<file path="src/rtl/ccc_sqrt_cell.sv">
// ----------------------------------------------------------------------------
// ccc_sqrt_cell
// One restoring square root step: decides root bit K and passes on.
// ----------------------------------------------------------------------------
`default_nettype none

module ccc_sqrt_cell #(
    parameter int ROOT_W = 31,
    parameter int K      = 30,
    parameter int SIDE_W = 8
) (
    input  wire logic                  aclk,
    input  wire logic                  aresetn,
    input  wire logic                  en,
    input  wire logic                  in_valid,
    input  wire logic [2*ROOT_W:0]     in_rem,
    input  wire logic [ROOT_W-1:0]     in_root,
    input  wire logic [SIDE_W-1:0]     in_side,
    output logic                       out_valid,
    output logic [2*ROOT_W:0]          out_rem,
    output logic [ROOT_W-1:0]          out_root,
    output logic [SIDE_W-1:0]          out_side
);

    localparam int REM_W = 2 * ROOT_W + 1;

    logic [REM_W-1:0] trial;
    logic             take;
    logic             valid_reg;
    logic [REM_W-1:0] rem_reg;
    logic [ROOT_W-1:0] root_reg;
    logic [SIDE_W-1:0] side_reg;

    // (2*root + 2^K) * 2^K
    assign trial = (REM_W'(in_root) << (K + 1)) | (REM_W'(1) << (2 * K));
    assign take  = (in_rem >= trial);

    always_ff @(posedge aclk) begin
        if (!aresetn) begin
            valid_reg <= 1'b0;
        end else if (en) begin
            valid_reg <= in_valid;
        end
    end

    always_ff @(posedge aclk) begin
        if (en) begin
            rem_reg  <= take ? (in_rem - trial) : in_rem;
            root_reg <= take ? (in_root | (ROOT_W'(1) << K)) : in_root;
            side_reg <= in_side;
        end
    end

    assign out_valid = valid_reg;
    assign out_rem   = rem_reg;
    assign out_root  = root_reg;
    assign out_side  = side_reg;

endmodule

`default_nettype wire

</file>
<file path="config.mk">
export PLATFORM = sky130hd
export DESIGN_NAME = ccc_sqrt_cell
export DESIGN_NICKNAME = d
export VERILOG_FILES = /design/src/rtl/ccc_sqrt_cell.sv
export SDC_FILE = /design/constraint.sdc
export NUM_CORES = 1
export LEC_CHECK = 0
export ABC_AREA = 1
export ABC_CLOCK_PERIOD_IN_PS = 1800
export BUFFER_PORTS_ARGS = -buffer_cell sky130_fd_sc_hd__buf_2
export CAP_MARGIN = 5
export CORE_UTILIZATION = 48
export CTS_BUF_LIST = sky130_fd_sc_hd__clkbuf_8
export CTS_CLUSTER_DIAMETER = 80
export CTS_CLUSTER_SIZE = 14
export DETAILED_ROUTE_END_ITERATION = 12
export GPL_ROUTABILITY_DRIVEN = 0
export PLACE_DENSITY = 0.8
export SYNTH_ARGS = -nofsm -noshare
export SYNTH_HDL_FRONTEND = slang
export SYNTH_SLANG_ARGS = --single-unit
</file>
<file path="constraint.sdc">
create_clock -name aclk -period 1.8 [get_ports aclk]
set_clock_uncertainty 0.1 [all_clocks]
set_input_delay 0 -clock aclk [delete_from_list [all_inputs] [get_ports aclk]]
set_output_delay 0 -clock aclk [all_outputs]
set_load 0.01 [all_outputs]
</file>
==> impl_results.md <==
- Result of the run: completed
- Largest area contributor in the netlist: sky130_fd_sc_hd__edfxtp_1
- Effective utilization at floorplan: about half
- Nets in the synthesized netlist: 929
- Final-report max-slew violation count: 0
- DP Wirelength: approximately 14,000 um
- 1st-iter DRT viols: ~360
- Critical path's slowest cell: sky130_fd_sc_hd__fa_2
- Leading cell type in the layout, fill and taps excluded: sky130_fd_sc_hd__nand2_1
- Remaining global-route overflow: 0
- Via count of the first global-routing pass: 6,540
- Number of fillers in the final layout: 906
- Clock Tree Buf Depth: 2
- Post-CTS setup buffer count: 0
- Crit path top cell by count: sky130_fd_sc_hd__nand2_1
- Layout cells sized above 1: 30.9%
- Num ports: 209
- Aggregate global-route resource usage: 28.8%
- Worst setup path startpoint: in_rem[31]
- Seq cells post-synth: ~100
- Max_slew headroom: between 80% and 90%
- Post-DR wirelength/cell: 13.8 um
- Biggest cell delay along the critical path: about 0.40 ns
- Core area: approximately 13,000 sq um
- Die footprint: roughly 14,000 sq um
- Count of different cell masters after synthesis: 29
- Maximum Capacitance Violations: 0
- Count of clock tree sinks: 103
- Share of flip-flops with an asynchronous set or reset: 0%
- DR vias/cell: approximately 4.8
- CTS tree: done
- Net count of the finished layout: 1,360
- Ys Warns: 0
- Count of unresolved DRC violations after routing: 0
- Placement-stage worst setup slack: -0.291 ns
- Number of iterations in the first detailed-routing pass: 5
- Number of synthesized flops with an enable pin: slightly above 100
- Largest fanout on the critical path: 8
- Post-route standard cell area excluding fillers: 9770 sq um
- Top flip-flop cell by instance count after synthesis: sky130_fd_sc_hd__edfxtp_1
- Worst VDD drop: 475 uV
- Leakage component of the power: approximately 5.2 nW
- Number of endpoints with negative hold slack in the final report: 0
- Kind of capture point of the worst setup path: flip-flop
- Delay-heaviest family, CP: simple AND/OR/NAND/NOR gates
- Min Tclk post-route: approximately 1.7 ns
- Worst-Skew Late Latency: 0.38 ns
- Final clock period utilization by the worst path: 95.0%
- Hold_sp: in_rem[32]
- Overall routed net length: approximately 19,000 um
- Post-Synthesis Cells: 792
- Share of synthesized area occupied by flip-flops and latches: between 40% and 50%
- Placed Area: approximately 8500 sq um
- Largest net degree at the start of global routing: approximately 40
- Number of levels the H-tree was split into: 3
- Finish-stage setup viols: 0
- Arr. time, crit path: ~1.8 ns
- Quantity of I/O buffers inserted on ports: approximately 210
- Cell Rows: 41
- Critical path class: in2reg
- Portion of synthesized cell area occupied by the leading cell type: between 40 and 50%
- Remaining antenna violation count: 0
- Die X-Extent: 117 um
- HP Class: in2reg
- Main area contributors after synthesis: sky130_fd_sc_hd__edfxtp_1 49%, sky130_fd_sc_hd__nand2_1 18%, sky130_fd_sc_hd__inv_1 10%, sky130_fd_sc_hd__ha_1 6.0%, sky130_fd_sc_hd__nand3_1 4.1%
- Root buf cell: sky130_fd_sc_hd__clkbuf_8
- Die Y: approximately 120 um
- Mapped cell area: ~6300 sq um
- Layout overhead on the synthesized area: 55.1%
- CP cell instances: buf_2, inv_12, ha_4, inv_4, fa_2, nand2_2, nand2_1, nand3_1, nand2_1, nand2_1, nand2_2, nand2_2, nand3_4, buf_4, nand3_2, nand2_1
- Final core area utilization: 76.8%
- Transition time at the pin with the least slew margin: approximately 0.27 ns
- Crit path buf inv count: 4
- Launching element type of the critical path: input pin
- Worst flop-to-flop path startpoint: out_valid$_SDFFE_PN0P_
- F_max: around 600 MHz
- Clock transition at path regs: about 0.10 ns
- Synth Area per Inst: roughly 8.0 sq um
- Via Count: 6,672
- Antenna violations before repair: 0
- Num CTS Buffers: 9
- Worst EP required: 1.84 ns
- Worst Slack Setup Final: between 0.08 and 0.09 ns
- Commonest cells after routing, fill and taps aside: 297 x sky130_fd_sc_hd__nand2_1, 207 x sky130_fd_sc_hd__buf_2, 172 x sky130_fd_sc_hd__inv_1
- Pwr/cell area: 682 nW/um^2
- Wire length of the first global-routing pass: slightly below 30,000 um
[synthesized netlist by cell type, types with 4 or more instances]
cell type	number
sky130_fd_sc_hd__ha_1	30
sky130_fd_sc_hd__a21oi_1	17
sky130_fd_sc_hd__nand3_1	51
sky130_fd_sc_hd__nand2_2	7
sky130_fd_sc_hd__inv_2	4
sky130_fd_sc_hd__buf_6	5
sky130_fd_sc_hd__edfxtp_1	102
sky130_fd_sc_hd__xor2_1	14
sky130_fd_sc_hd__nand4_1	7
sky130_fd_sc_hd__nand3b_1	4
sky130_fd_sc_hd__inv_1	173
sky130_fd_sc_hd__nor3_1	7
sky130_fd_sc_hd__nor2_1	43
sky130_fd_sc_hd__nand2_1	301
sky130_fd_sc_hd__nor2_4	4
sky130_fd_sc_hd__and2_1	8
[logic make-up after synthesis]
kind of cell             Yosys count  synth area share [%]
buffers and inverters            184                  11.7
XOR/XNOR                          14                  1.95
AO/OA/AOI/OAI                     23                  2.01
adder cells (fa/ha/maj)           31                  6.27
flip-flops                       103                  48.9
AND/OR/NAND/NOR                  437                  29.2
[registers in the layout, summed over array words and instances, names as in the netlist]
name	flops
out_rem	63
out_root	31
out_side	8
out_valid	1
[power breakdown]
part	total, W	internal [W]	switching, W
registers	0.00298	0.00292	0.0000612
logic	0.00212	0.000994	0.00112
clock network	0.00157	0.000691	0.000875
total	0.00666	0.00460	0.00206
[per-layer routing]
metal | global-route usage [%] | vias to the layer above | routed length, um
met1 | 33.3 | 3014 | 7750
met2 | 51.2 | 290 | 9430
met3 | 5.66 | 47 | 1560
li1 | - | 3321 | -
met5 | 0 | - | 0
met4 | 13.9 | 0 | 583
[worst paths after layout]
kind                                 end  slack [ns]  cells after the start
setup / recovery   out_rem[52]$_DFFE_PP_        0.09                     16
hold / removal     out_rem[32]$_DFFE_PP_        0.05                      4
setup reg to reg  out_valid$_SDFFE_PN0P_        0.50                      3
hold reg to reg   out_valid$_SDFFE_PN0P_        1.02                      3
[final cells by class]
cell class                      instances  area, sq um  share of cell area [%]
Clock buffer                           10          138                    1.41
Tap cell                              172          215                    2.20
Sequential cell                       103         3080                    31.5
Antenna cell                            2         5.00                  0.0512
Timing Repair Buffer                  426         3000                    30.7
Clock inverter                          6         68.8                   0.704
Inverter                              178          686                    7.02
Multi-Input combinational cell        505         2580                    26.4
[what timing repair did]
action	CTS	global route
hold buffers	105	0
endpoints found under the setup margin	0	31
resized for setup	0	5
endpoints found under the hold margin	115	0
[worst min-delay path, cell delays in order]
cell and delay, ns:
sky130_fd_sc_hd__buf_2 0.12, sky130_fd_sc_hd__fa_2 0.21, sky130_fd_sc_hd__nand2_1 0.05, sky130_fd_sc_hd__nand2_1 0.06
[stage by stage]
stage          total power, W  hold slack, ns  TNS [ns]  std cells
6_report              0.00666          0.0540         0       1402
5_1_grt               0.00699          0.0346  -0.00302       1400
4_1_cts               0.00662          0.0279         0       1400
3_5_place_dp          0.00492          0.0781     -7.93       1279
3_3_place_gp          0.00487          0.0763     -6.40       1279
2_1_floorplan         0.00399        -0.00654    -0.485        792
No activity file was read; power rests on OpenSTA's default activity.
