`src/rtl/ccc_div_cell.sv`:
```
// ----------------------------------------------------------------------------
// ccc_div_cell
// One restoring divide step for both normal lanes: decides quotient bit K.
// ----------------------------------------------------------------------------
`default_nettype none

module ccc_div_cell #(
    parameter int DIV_W  = 46,
    parameter int LEN_W  = 31,
    parameter int Q_W    = 15,
    parameter int K      = 14,
    parameter int SIDE_W = 8
) (
    input  wire logic               aclk,
    input  wire logic               aresetn,
    input  wire logic               en,
    input  wire logic               in_valid,
    input  wire logic [DIV_W-1:0]   in_rem_x,
    input  wire logic [DIV_W-1:0]   in_rem_y,
    input  wire logic [Q_W-1:0]     in_q_x,
    input  wire logic [Q_W-1:0]     in_q_y,
    input  wire logic [LEN_W-1:0]   in_len,
    input  wire logic [SIDE_W-1:0]  in_side,
    output logic                    out_valid,
    output logic [DIV_W-1:0]        out_rem_x,
    output logic [DIV_W-1:0]        out_rem_y,
    output logic [Q_W-1:0]          out_q_x,
    output logic [Q_W-1:0]          out_q_y,
    output logic [LEN_W-1:0]        out_len,
    output logic [SIDE_W-1:0]       out_side
);

    logic [DIV_W-1:0]  trial;
    logic              take_x;
    logic              take_y;
    logic              valid_reg;
    logic [DIV_W-1:0]  rem_x_reg;
    logic [DIV_W-1:0]  rem_y_reg;
    logic [Q_W-1:0]    q_x_reg;
    logic [Q_W-1:0]    q_y_reg;
    logic [LEN_W-1:0]  len_reg;
    logic [SIDE_W-1:0] side_reg;

    assign trial  = DIV_W'(in_len) << K;
    assign take_x = (in_rem_x >= trial);
    assign take_y = (in_rem_y >= trial);

    always_ff @(posedge aclk) begin
        if (!aresetn) begin
            valid_reg <= 1'b0;
        end else if (en) begin
            valid_reg <= in_valid;
        end
    end

    always_ff @(posedge aclk) begin
        if (en) begin
            rem_x_reg <= take_x ? (in_rem_x - trial) : in_rem_x;
            rem_y_reg <= take_y ? (in_rem_y - trial) : in_rem_y;
            q_x_reg   <= take_x ? (in_q_x | (Q_W'(1) << K)) : in_q_x;
            q_y_reg   <= take_y ? (in_q_y | (Q_W'(1) << K)) : in_q_y;
            len_reg   <= in_len;
            side_reg  <= in_side;
        end
    end

    assign out_valid = valid_reg;
    assign out_rem_x = rem_x_reg;
    assign out_rem_y = rem_y_reg;
    assign out_q_x   = q_x_reg;
    assign out_q_y   = q_y_reg;
    assign out_len   = len_reg;
    assign out_side  = side_reg;

endmodule

`default_nettype wire

```
`config.mk`:
```
export PLATFORM = sky130hd
export DESIGN_NAME = ccc_div_cell
export DESIGN_NICKNAME = d
export VERILOG_FILES = /design/src/rtl/ccc_div_cell.sv
export SDC_FILE = /design/constraint.sdc
export NUM_CORES = 1
export LEC_CHECK = 0
export BUFFER_PORTS_ARGS = -buffer_cell sky130_fd_sc_hd__buf_4
export CORE_MARGIN = 8
export CORE_UTILIZATION = 40
export DETAILED_ROUTE_END_ITERATION = 16
export PLACE_DENSITY_LB_ADDON = 0.15
export SLEW_MARGIN = 20
export SYNTH_ARGS = -nofsm -noshare
export SYNTH_HDL_FRONTEND = slang
export SYNTH_SLANG_ARGS = --single-unit
```
`constraint.sdc`:
```
create_clock -name aclk -period 2.95 [get_ports aclk]
set_input_delay 0.1475 -clock aclk [delete_from_list [all_inputs] [get_ports aclk]]
set_output_delay 0.1475 -clock aclk [all_outputs]
set_load 0.03 [all_outputs]
```
==> flow_metrics.tcl <==
set metrics [dict create \
    synth-main-ff-cell "edfxtp_1" \
    maxCapViolCount 0 \
    p_clk_share_pct 29.2 \
    wl_met1_mm 13.6 \
    peakVddDrop_uv 348 \
    die_area_um2 28000 \
    setup_violations 0 \
    coreArea_um2 22600 \
    cpPeakStageDelay_ns 0.54 \
    clk_latency_ns 0.43 \
    status "complete, no violations" \
    vias 8491 \
    start_util_pct 40.6 \
    clkSinkCount 162 \
    drive_above_1_share_pct 36.2 \
    netSwitchingPower_mw 2.62 \
    postSynthNetCount 1059 \
    p_int_mw 5.10 \
    num_antenna_cells 0 \
    drv_slew 0 \
    cellLeakagePower_nw 6.29 \
    place_area_um2 12600 \
    yosys_warnings 0 \
    crit_path_start_kind "input port" \
    skew_ns 0 \
    cts.clk_slew.worst_paths_ns 0.08 \
    met2_length_mm 16.1 \
    synth_edf_count 161 \
    cp_common_cell "o21ai_1" \
    grt_pass1_wl_mm 49.9 \
    portBuffers 326 \
    cpMaxStageDelayCell "dlygate4sd3_1" \
    finalHoldViolCount 0 \
    crit_chain "dlygate4sd3_1 -> buf_4 -> ha_4 -> o21ai_1 -> o21ai_1 -> o221ai_2 -> nand2b_1 -> a211o_1 -> a41o_1 -> a21oi_4 -> clkbuf_16 -> mux2_2" \
    route.final.wire_length_mm 32.7 \
    htreeDepth 4 \
    worstSetupEndpointType "register" \
    period_needed_ns 2.83 \
    critPathMaxFanout 5 \
    worst_pin_slew_ns 0.548 \
    grt_max_degree 63 \
    netlist_area_um2 9160 \
    clockRootBuffer "clkbuf_16" \
    p_per_area_nw_per_um2 537 \
    dr.pass1.iters 5 \
    p_seq_share_pct 37.9 \
    post-route-period-util_pct 96.0 \
    ff2ff_setup_slack_ns 1.77 \
    ys_seq_area_share_pct 53.0 \
    required_ns 3.14 \
    crit_family "compound AO/OA/AOI/OAI gates" \
    worstHoldPathType "input port to register" \
    grt_usage_pct 22.6 \
    cts_tree "yes" \
    clock_path_buffers 2 \
    grt-ovfl-total 0 \
    ys_ff_latch 162 \
    gp_congestion 0.876 \
    pwr-share-comb_pct 33.0 \
    async_flop_share_pct 0 \
    path_buf_inv 3 \
    max_freq_mhz 353 \
    rows 55 \
    rsz0062_at_grt "no" \
    dr.first_iter.drc_count 560 \
    grt_pass1_vias 8830 \
    dieHeight_um 167 \
    hpwl_mm 24.4 \
    dr.max_layer_used "met5" \
    slew_headroom_pct 63.2 \
    wl_per_cell_um 19.8 \
    synth_cell_type_count 59 \
    die_x_um 167 \
    setup.worst_path.class "input port to register" \
    remaining_drc_errors 0 \
    drtAntennaViolNets 0 \
    dr_wl_met3_mm 2.56 \
    p_sw_share_pct 33.9 \
    cts_inserted_buffers 17 \
    final_area_um2 14400 \
    viasPerCell 5.13 \
    area_delta_synth_final_pct 56.9 \
    finalPower_mw 7.72 \
    placed_cells 1515 \
    crit_arrival_ns 3.02 \
    syn_area_per_cell_um2 11.0 \
    io_pins 327 \
    synth_cells 830 \
    antenna_found_initial 1 \
    fin_util_pct 63.7 \
    finalSetupTns_ns 0 \
    nets 1586 \
    fin_cells 1655 \
]
## placed cells by master (no fill, tap or decap), types with 5 or more instances in the layout
cell,n
nor2_1,69
o21a_1,11
mux2_2,12
nor3_1,11
clkbuf_16,19
a21o_1,23
inv_1,48
nand4_1,15
o21ai_1,5
o31ai_1,9
nand2b_1,11
a21oi_1,91
nor4_1,8
ha_1,59
o21ai_0,53
xnor2_1,28
inv_8,5
buf_4,424
a31oi_1,8
nand2_1,61
nor2b_1,5
edfxtp_1,161
dlygate4sd3_1,104
xor2_1,25
nand3_1,17
o21bai_1,9
## cells by family after synthesis
group	count (synthesis)	share of synthesized area, %
compound gates	245	16.5
simple gates	214	10.7
flops	162	53.0
buf+inv	75	3.61
fa+ha+maj	64	8.90
xor+xnor	53	5.07
mux	17	2.18
## worst paths after layout
check	start	depth (start not counted)	endpoint
worst max register to register	out_valid	3	out_valid
worst min-delay path	in_rem_x[39]	3	out_rem_x[39]
worst max-delay path	in_rem_x[23]	12	out_rem_x[15]
worst min register to register	out_valid	3	out_valid
## cell usage after synthesis, types with 2 or more instances
library cell | n | share of area [%]
o21bai_1 | 9 | 0.74
mux2_2 | 12 | 1.5
and2_1 | 3 | 0.20
mux2_4 | 3 | 0.49
nor2b_1 | 5 | 0.34
inv_1 | 48 | 2.0
o21a_1 | 11 | 0.90
o21ai_0 | 56 | 3.1
a21boi_0 | 4 | 0.33
ha_1 | 62 | 8.5
and3_1 | 3 | 0.20
o221ai_1 | 3 | 0.29
o31ai_1 | 9 | 0.74
nand2_1 | 61 | 2.5
o21ai_1 | 2 | 0.11
edfxtp_1 | 161 | 53
mux2i_1 | 2 | 0.22
nand3_1 | 17 | 0.93
nor3_1 | 11 | 0.60
buf_6 | 4 | 0.49
xor2_1 | 25 | 2.4
nor4_1 | 9 | 0.61
buf_2 | 6 | 0.33
a21oi_1 | 93 | 5.1
a311oi_2 | 2 | 0.33
o22ai_1 | 2 | 0.14
nand4_1 | 15 | 1.0
clkbuf_1 | 14 | 0.57
o41ai_1 | 2 | 0.19
fa_1 | 2 | 0.44
buf_4 | 3 | 0.25
o211ai_1 | 2 | 0.16
a211oi_1 | 4 | 0.33
xnor2_1 | 28 | 2.7
nand2b_1 | 11 | 0.75
a21o_1 | 24 | 2.0
or2_2 | 3 | 0.20
nor2_1 | 70 | 2.9
a221oi_1 | 2 | 0.19
a31oi_1 | 8 | 0.55
## power groups by stage
stage / registers (mW) / logic, mW / clock network, mW
global placement: 2.97 / 2.37 / 0
finish: 2.92 / 2.54 / 2.25
CTS: 2.92 / 2.51 / 2.30
floorplan: 3.48 / 0.823 / 0
global route: 2.95 / 2.73 / 2.37
detailed placement: 2.97 / 2.39 / 0
## state kept, by name, summed over array words and instances, names as in the netlist
| signal | count |
|---|---|
| out_valid | 1 |
| out_rem_x | 46 |
| out_q_y | 15 |
| out_rem_y | 46 |
| out_side | 8 |
| out_len | 31 |
| out_q_x | 15 |
## metal layers
| metal | GRT usage, % | vias to the layer above |
|---|---|---|
| li1 | - | 4151 |
| met1 | 27.1 | 3989 |
| met2 | 39.3 | 317 |
| met3 | 6.65 | 32 |
| met4 | 5.40 | 2 |
| met5 | 0 | - |
## worst register-to-register path, stage by stage, from the launching register on
cell and delay [ns]:
dfxtp_1 0.33, mux2i_1 0.15, nor2b_1 0.06, dlygate4sd3_1 0.54
## layout make-up
type | instances | area (um^2)
timing repair buffer | 535 | 4370
sequential | 162 | 4850
multi-input combinational | 593 | 4030
clock inverter | 15 | 161
tap | 285 | 357
fill | 1834 | 8200
clock buffer | 17 | 425
inverter | 48 | 180
## through the flow
| stage | hold WS [ns] | worst slack [ns] |
|---|---|---|
| after global routing | 0.0290 | 0.0156 |
| final | 0.0139 | 0.119 |
| after global placement | 0.326 | -0.204 |
| after detailed placement | 0.327 | -0.314 |
| after floorplan | 0.246 | 0.0210 |
| after CTS | 0.000268 | 0.0231 |
## repair_timing
action                     in CTS  in global routing
hold buffers                  104                  0
resized for setup               0                 11
hold endpoints to repair      103                  0
setup buffers                   0                  2
setup endpoints to repair       0                 28
Power figures use the tool's default switching activity.
